### src/sv/wtg_pkg.sv
// Shared types, codes and constants of the waypoint and target guidance block.
`default_nettype none
package wtg_pkg;

   localparam int COORD_WIDTH    = 24;
   localparam int CSR_DATA_WIDTH = 24;
   localparam int CSR_INDEX_WIDTH = 3;
   localparam int SPEED_WIDTH    = 16;
   localparam int RADIUS_WIDTH   = 23;
   localparam int LAP_WIDTH      = 8;
   localparam int WPCOUNT_WIDTH  = 5;
   localparam int AGE_WIDTH      = 16;
   localparam int SLOT_WIDTH     = 4;

   localparam logic [CSR_INDEX_WIDTH-1:0] CSR_APPROACH_SPEED    = 3'd0;
   localparam logic [CSR_INDEX_WIDTH-1:0] CSR_ACCEPTANCE_RADIUS = 3'd1;
   localparam logic [CSR_INDEX_WIDTH-1:0] CSR_LOITER_ALTITUDE   = 3'd2;
   localparam logic [CSR_INDEX_WIDTH-1:0] CSR_WAYPOINT_RADIUS   = 3'd3;
   localparam logic [CSR_INDEX_WIDTH-1:0] CSR_LAP_TOTAL         = 3'd4;
   localparam logic [CSR_INDEX_WIDTH-1:0] CSR_WAYPOINT_COUNT    = 3'd5;
   localparam logic [CSR_INDEX_WIDTH-1:0] CSR_STALE_LIMIT       = 3'd6;
   localparam logic [CSR_INDEX_WIDTH-1:0] CSR_MAX_TARGET_DIST   = 3'd7;

   localparam logic [1:0] KIND_TICK     = 2'd0;
   localparam logic [1:0] KIND_POSITION = 2'd1;
   localparam logic [1:0] KIND_TARGET   = 2'd2;
   localparam logic [1:0] KIND_WAYPOINT = 2'd3;

   typedef logic signed [COORD_WIDTH-1:0] coord_type;

   typedef struct packed {
      logic [1:0]            kind;
      coord_type             coord_x;
      coord_type             coord_y;
      coord_type             coord_z;
      logic [SLOT_WIDTH-1:0] entry_index;
   } req_type;

   typedef struct packed {
      coord_type      set_x;
      coord_type      set_y;
      coord_type      set_z;
      logic [2:0]     mode;
      logic [3:0]     cursor;
      logic [7:0]     laps_finished;
      logic           low_altitude;
   } rsp_type;

   typedef enum logic [2:0] {
      MODE_NO_POSITION = 3'd0,
      MODE_TGT_APPROACH = 3'd1,
      MODE_TGT_HOLD     = 3'd2,
      MODE_WAYPOINT     = 3'd3,
      MODE_LAPS_DONE    = 3'd4,
      MODE_IDLE_HOLD    = 3'd5
   } mode_type;

   typedef enum logic [4:0] {
      OP_NOP,
      OP_ACCEPT,
      OP_DIFF_TGT,
      OP_DIFF_WP,
      OP_SQ_X,
      OP_SQ_Y,
      OP_SQ_Z,
      OP_SUM3,
      OP_THR_ACC,
      OP_SEL_D3,
      OP_FIX_CURSOR,
      OP_READ_WP,
      OP_ADVANCE,
      OP_SPEED_SQ,
      OP_SQRT_INIT,
      OP_SQRT_STEP,
      OP_MUL_X,
      OP_MUL_Y,
      OP_DIV_INIT,
      OP_DIV_STEP,
      OP_OFF_X,
      OP_RES_ORIGIN,
      OP_RES_VEH,
      OP_RES_GOAL,
      OP_RES_STEP,
      OP_LOAD_OUT
   } op_type;

   typedef enum logic {
      THR_MAX_DIST,
      THR_WP_RADIUS
   } thr_sel_type;

   typedef struct packed {
      op_type      op;
      thr_sel_type thr;
      logic        z_goal;
      mode_type    mode;
   } cmd_type;

   typedef struct packed {
      logic is_tick;
      logic pos_seen;
      logic tgt_valid;
      logic h2_below;
      logic wp_active;
      logic laps_left;
      logic speed_covers;
      logic sqrt_done;
      logic div_done;
   } status_type;

   typedef enum logic [4:0] {
      S_IDLE,
      S_ORIGIN,
      S_T_DIFF,
      S_SQ_X,
      S_SQ_Y,
      S_SQ_Z,
      S_SUM3,
      S_T_CHK,
      S_T_HOLD,
      S_W_START,
      S_W_RD,
      S_W_DIFF,
      S_W_ADV,
      S_W_CHK,
      S_G_SEL,
      S_ST_SPD,
      S_ST_CMP,
      S_SQRT,
      S_DIVX_INIT,
      S_DIVX,
      S_MULY,
      S_DIVY_INIT,
      S_DIVY,
      S_FINISH
   } state_type;

   typedef enum logic [1:0] {
      PH_TARGET,
      PH_REACH,
      PH_GO
   } phase_type;

endpackage
`default_nettype wire

### src/sv/wtg_ctrl.sv
// Controller: sequences the datapath through one tick and runs both handshakes.
`default_nettype none
module wtg_ctrl (
   input  logic                clock,
   input  logic                reset,
   input  logic                req_valid,
   output logic                req_stall,
   output logic                rsp_valid,
   input  logic                rsp_stall,
   input  wtg_pkg::status_type status,
   output wtg_pkg::cmd_type    cmd
);
   import wtg_pkg::*;

   state_type state_ff, state_in;
   phase_type phase_ff, phase_in;
   logic      rsp_valid_ff, rsp_valid_in;
   logic      out_free;

   assign out_free  = !rsp_valid_ff || !rsp_stall;
   assign req_stall = (state_ff != S_IDLE);
   assign rsp_valid = rsp_valid_ff;

   always_ff @(posedge clock) begin
      if (reset) begin
         state_ff     <= S_IDLE;
         phase_ff     <= PH_TARGET;
         rsp_valid_ff <= 1'b0;
      end else begin
         state_ff     <= state_in;
         phase_ff     <= phase_in;
         rsp_valid_ff <= rsp_valid_in;
      end
   end

   // next state
   always_comb begin
      state_in     = state_ff;
      phase_in     = phase_ff;
      rsp_valid_in = rsp_valid_ff;
      if (rsp_valid_ff && !rsp_stall) begin
         rsp_valid_in = 1'b0;
      end
      unique case (state_ff)
         S_IDLE: begin
            if (req_valid && status.is_tick) begin
               phase_in = PH_TARGET;
               state_in = status.pos_seen ? S_T_DIFF : S_ORIGIN;
            end
         end
         S_ORIGIN: state_in = S_FINISH;
         S_T_DIFF: state_in = S_SQ_X;
         S_SQ_X:   state_in = S_SQ_Y;
         S_SQ_Y:   state_in = S_SQ_Z;
         S_SQ_Z:   state_in = S_SUM3;
         S_SUM3: begin
            unique case (phase_ff)
               PH_TARGET: state_in = S_T_CHK;
               PH_REACH:  state_in = S_W_ADV;
               default:   state_in = S_G_SEL;
            endcase
         end
         S_T_CHK:  state_in = status.tgt_valid ? S_T_HOLD : S_W_START;
         S_T_HOLD: state_in = status.h2_below ? S_FINISH : S_ST_SPD;
         S_W_START: begin
            if (status.wp_active) begin
               phase_in = PH_REACH;
               state_in = S_W_RD;
            end else begin
               state_in = S_FINISH;
            end
         end
         S_W_RD:   state_in = S_W_DIFF;
         S_W_DIFF: state_in = S_SQ_X;
         S_W_ADV:  state_in = S_W_CHK;
         S_W_CHK: begin
            if (status.laps_left) begin
               phase_in = PH_GO;
               state_in = S_W_DIFF;
            end else begin
               state_in = S_FINISH;
            end
         end
         S_G_SEL:     state_in = S_ST_SPD;
         S_ST_SPD:    state_in = S_ST_CMP;
         S_ST_CMP:    state_in = status.speed_covers ? S_FINISH : S_SQRT;
         S_SQRT:      state_in = status.sqrt_done ? S_DIVX_INIT : S_SQRT;
         S_DIVX_INIT: state_in = S_DIVX;
         S_DIVX:      state_in = status.div_done ? S_MULY : S_DIVX;
         S_MULY:      state_in = S_DIVY_INIT;
         S_DIVY_INIT: state_in = S_DIVY;
         S_DIVY:      state_in = status.div_done ? S_FINISH : S_DIVY;
         S_FINISH: begin
            if (out_free) begin
               rsp_valid_in = 1'b1;
               state_in     = S_IDLE;
            end
         end
         default: state_in = S_IDLE;
      endcase
   end

   // outputs
   always_comb begin
      cmd.op     = OP_NOP;
      cmd.thr    = (phase_ff == PH_TARGET) ? THR_MAX_DIST : THR_WP_RADIUS;
      cmd.z_goal = (phase_ff != PH_TARGET);
      cmd.mode   = (phase_ff == PH_TARGET) ? MODE_TGT_APPROACH : MODE_WAYPOINT;
      unique case (state_ff)
         S_IDLE:   cmd.op = req_valid ? OP_ACCEPT : OP_NOP;
         S_ORIGIN: begin
            cmd.op   = OP_RES_ORIGIN;
            cmd.mode = MODE_NO_POSITION;
         end
         S_T_DIFF: cmd.op = OP_DIFF_TGT;
         S_SQ_X:   cmd.op = OP_SQ_X;
         S_SQ_Y:   cmd.op = OP_SQ_Y;
         S_SQ_Z:   cmd.op = OP_SQ_Z;
         S_SUM3:   cmd.op = OP_SUM3;
         S_T_CHK:  cmd.op = status.tgt_valid ? OP_THR_ACC : OP_NOP;
         S_T_HOLD: begin
            if (status.h2_below) begin
               cmd.op   = OP_RES_GOAL;
               cmd.mode = MODE_TGT_HOLD;
            end
         end
         S_W_START: begin
            if (status.wp_active) begin
               cmd.op = OP_FIX_CURSOR;
            end else begin
               cmd.op     = OP_RES_VEH;
               cmd.mode   = MODE_IDLE_HOLD;
            end
         end
         S_W_RD:   cmd.op = OP_READ_WP;
         S_W_DIFF: cmd.op = OP_DIFF_WP;
         S_W_ADV:  cmd.op = OP_ADVANCE;
         S_W_CHK: begin
            if (status.laps_left) begin
               cmd.op = OP_READ_WP;
            end else begin
               cmd.op   = OP_RES_VEH;
               cmd.mode = MODE_LAPS_DONE;
            end
         end
         S_G_SEL:     cmd.op = OP_SEL_D3;
         S_ST_SPD:    cmd.op = OP_SPEED_SQ;
         S_ST_CMP:    cmd.op = status.speed_covers ? OP_RES_GOAL : OP_SQRT_INIT;
         S_SQRT:      cmd.op = status.sqrt_done ? OP_MUL_X : OP_SQRT_STEP;
         S_DIVX_INIT: cmd.op = OP_DIV_INIT;
         S_DIVX:      cmd.op = status.div_done ? OP_OFF_X : OP_DIV_STEP;
         S_MULY:      cmd.op = OP_MUL_Y;
         S_DIVY_INIT: cmd.op = OP_DIV_INIT;
         S_DIVY:      cmd.op = status.div_done ? OP_RES_STEP : OP_DIV_STEP;
         S_FINISH:    cmd.op = out_free ? OP_LOAD_OUT : OP_NOP;
         default:     cmd.op = OP_NOP;
      endcase
   end

endmodule
`default_nettype wire

### config.mk
export PLATFORM = sky130hd
export DESIGN_NAME = wtg_ctrl
export DESIGN_NICKNAME = d
export VERILOG_FILES = /design/src/sv/wtg_pkg.sv /design/src/sv/wtg_ctrl.sv
export SDC_FILE = /design/constraint.sdc
export NUM_CORES = 1
export LEC_CHECK = 0
export ABC_AREA = 1
export ABC_CLOCK_PERIOD_IN_PS = 1400
export BUFFER_PORTS_ARGS = -buffer_cell sky130_fd_sc_hd__buf_2
export CORE_UTILIZATION = 48
export DETAILED_ROUTE_END_ITERATION = 8
export GPL_ROUTABILITY_DRIVEN = 0
export GPL_TIMING_DRIVEN = 0
export PLACE_DENSITY_LB_ADDON = 0.3
export SYNTH_ARGS = -nofsm -noshare
export SYNTH_HDL_FRONTEND = slang
export SYNTH_SLANG_ARGS = --single-unit
### constraint.sdc
create_clock -name clock -period 1.4 [get_ports clock]
set_input_delay 0.28 -clock clock [delete_from_list [all_inputs] [get_ports clock]]
set_output_delay 0.28 -clock clock [all_outputs]
set_load 0.01 [all_outputs]
==> run metrics <==
status finished with violations; failing checks setup timing; WP data required 1120 ps; Layout Cells excl Fill 271; arrival time worst endpoint 1750 ps; Reg clk slew, reported paths approximately 60 ps; sequential-to-total area share from yosys stat 0.157; Seq. cell area approximately 180 sq um; slew margin rel. 0.701; Ant. Diodes 0; Synthesized Nets ~200; instance count of the mapped netlist approximately 190; largest area contributor in the netlist nand2_1; synthesized cell area between 1000 and 1500 sq um; GRT Total Usage 0.418; worst hold path type input pin to flop; Routed WL 5850 microns; Max Used Layer met4; wire length on met2 2410 microns; Internal 1.34 mW; Peak Freq ~0.49 GHz; Skew-Pair Late Insertion Delay 280 ps; layout cells sized above 1 0.537; core area between 1500 and 2000 sq um; Final Cell Area approximately 1700 sq um; Final setup viols 17; hold_ws between 300 and 400 ps; CP endpoint kind output port; minimum clock period 2030 ps; Yosys cell types 28; combinational fraction of design power 0.789; placed cells 239; Clock power frac 0.064; FILL cells 90; Fin. Hold Viols 0; H-tree depth 1; final setup margin -635 ps; largest net degree at the start of global routing 11; worst slew pin tran 445 ps; final slew viol count 0; Synth Register Bits 8; Yosys Warn Count 0; GRT Residual Overflow 0; Remaining DRCs 0; Ports 25; switching portion of total power 0.563; crit-path max FO 7; HPWL after detailed placement 2630 microns; leading cell type in the layout, fill and taps excluded nand2_1; vias per cell slightly below 7; num rows 16; clock buffers created by TritonCTS 3; sw power 1.73 mW; metal1 wirelength 2000 microns; startpoint types flop; Area growth syn-to-layout 70.9%; initial antenna violation count 0; top-area cell type share of the netlist area 0.173; commonest cells after routing, fill and taps aside nand2_1 (35), buf_4 (25), inv_1 (20), buf_2 (20), nor2_1 (16); Met3 Wirelength 885 microns; port bufs 23; Fin Clk Skew 13.8 ps; static leakage 0.897 nW; DP Worst Slack -299 ps; critical path class flop to output port; router iterations before antenna repair 7; TritonCTS Sinks 8; Die Ht just under 50 microns; Die ar. 2310 sq um; final net count 259; Max Cap Viol 0; synth top area cells nand2_1 (17%), dfxtp_1 (16%), nand3_1 (10%); PD cells 1760 nW/um^2; Die X 48.1 microns; drt wl/cell 21.6 microns; RSZ-0062 raised after global routing yes; Final period util 1.45; Vias 1838; Root Buffer clkbuf_4; TritonCTS clock tree built; vias in the first global route between 1k and 1.5k; global-route wire length before repair 6500 microns; Seq pwr share 0.147; Multi-input gate area slightly below 1000 sq um; Longest Clk Path Bufs 2; Starting Density 0.515; DR iter-0 viols 230; placed instance area about 1200 sq um; VDD IR max roughly 1.6 mV; antenna-violating nets left 0; syn_area_per_cell 5.40 sq um
critical path, cell delays in order, from the launching register on:
cell and delay, ps:
dfxtp_4 400, inv_1 130, nor2_4 230, inv_1 140, a21oi_2 230, nor3b_4 90
nand3_1 120, buf_2 140
cell usage after synthesis, drive strengths merged:
master	instances
inv	30
a21oi	11
o21ai	6
or2	1
a41oi	1
buf	3
nand4	7
o31ai	2
nand3	21
nand2	50
clkinv	1
and3	1
nor4	1
nor3b	1
dfxtp	8
o21bai	1
o22ai	1
a221oi	1
nor2	33
nor3	8
nand3b	1
kinds of logic (layout without fill, tap and decap cells):
| family | after synthesis | after routing | share of synthesized area |
|---|---|---|---|
| simple gates | 124 | 124 | 0.580 |
| buf+inv | 34 | 89 | 0.130 |
| compound gates | 23 | 23 | 0.133 |
| flops | 8 | 8 | 0.157 |
flip-flops by register name, summed over array words and instances, names as in the netlist:
register / cells
rsp_valid: 1
state_ff: 5
phase_ff: 2
layer usage:
| layer | track usage | vias up |
|---|---|---|
| li1 | - | 733 |
| met2 | 0.676 | 210 |
| met1 | 0.481 | 804 |
| met4 | 0.272 | 0 |
| met5 | 0 | - |
| met3 | 0.119 | 91 |
power by group through the flow:
stage	Sequential (mW)	Clock, mW	Combinational [mW]
2_1_floorplan	0.360	0	1.01
3_3_place_gp	0.374	0	1.38
3_5_place_dp	0.378	0	1.41
4_1_cts	0.396	0.181	1.71
5_1_grt	0.449	0.197	2.53
6_report	0.452	0.196	2.43
through the flow:
step	setup TNS [ps]	power [mW]	utilization
after global placement	-2190	1.76	0.593
after CTS	-4230	2.29	0.715
after floorplan	-53.7	1.37	-
final	-7240	3.08	0.879
after global routing	-7890	3.18	0.879
after detailed placement	-2560	1.79	0.593
path summary, 6_finish.rpt:
| kind | startpoint | to | slack [ps] | cells past startpoint |
|---|---|---|---|---|
| worst max-delay path | state_ff[2] | cmd[7] | -630 | 7 |
| worst min register to register | rsp_valid | rsp_valid | 520 | 2 |
| worst max register to register | state_ff[0] | state_ff[2] | -460 | 13 |
| worst min-delay path | rsp_stall | rsp_valid | 310 | 3 |
final cells by class:
cell class | count | share of cell area
multi-input cells | 147 | 0.566
repair buffers | 52 | 0.212
flip-flops and latches | 8 | 0.103
inverters | 31 | 0.0739
well taps | 27 | 0.0194
clock buffers | 3 | 0.0129
plain buffers | 3 | 0.0129
repair_timing:
item | in CTS | in global routing
pin swaps | 9 | 14
gates resized for setup | 32 | 59
endpoints found under the setup margin | 17 | 17
hold buffers | 0 | 0
endpoints found under the hold margin | 0 | 0
buffers inserted | 14 | 15
(Power assumes the default switching activity.)
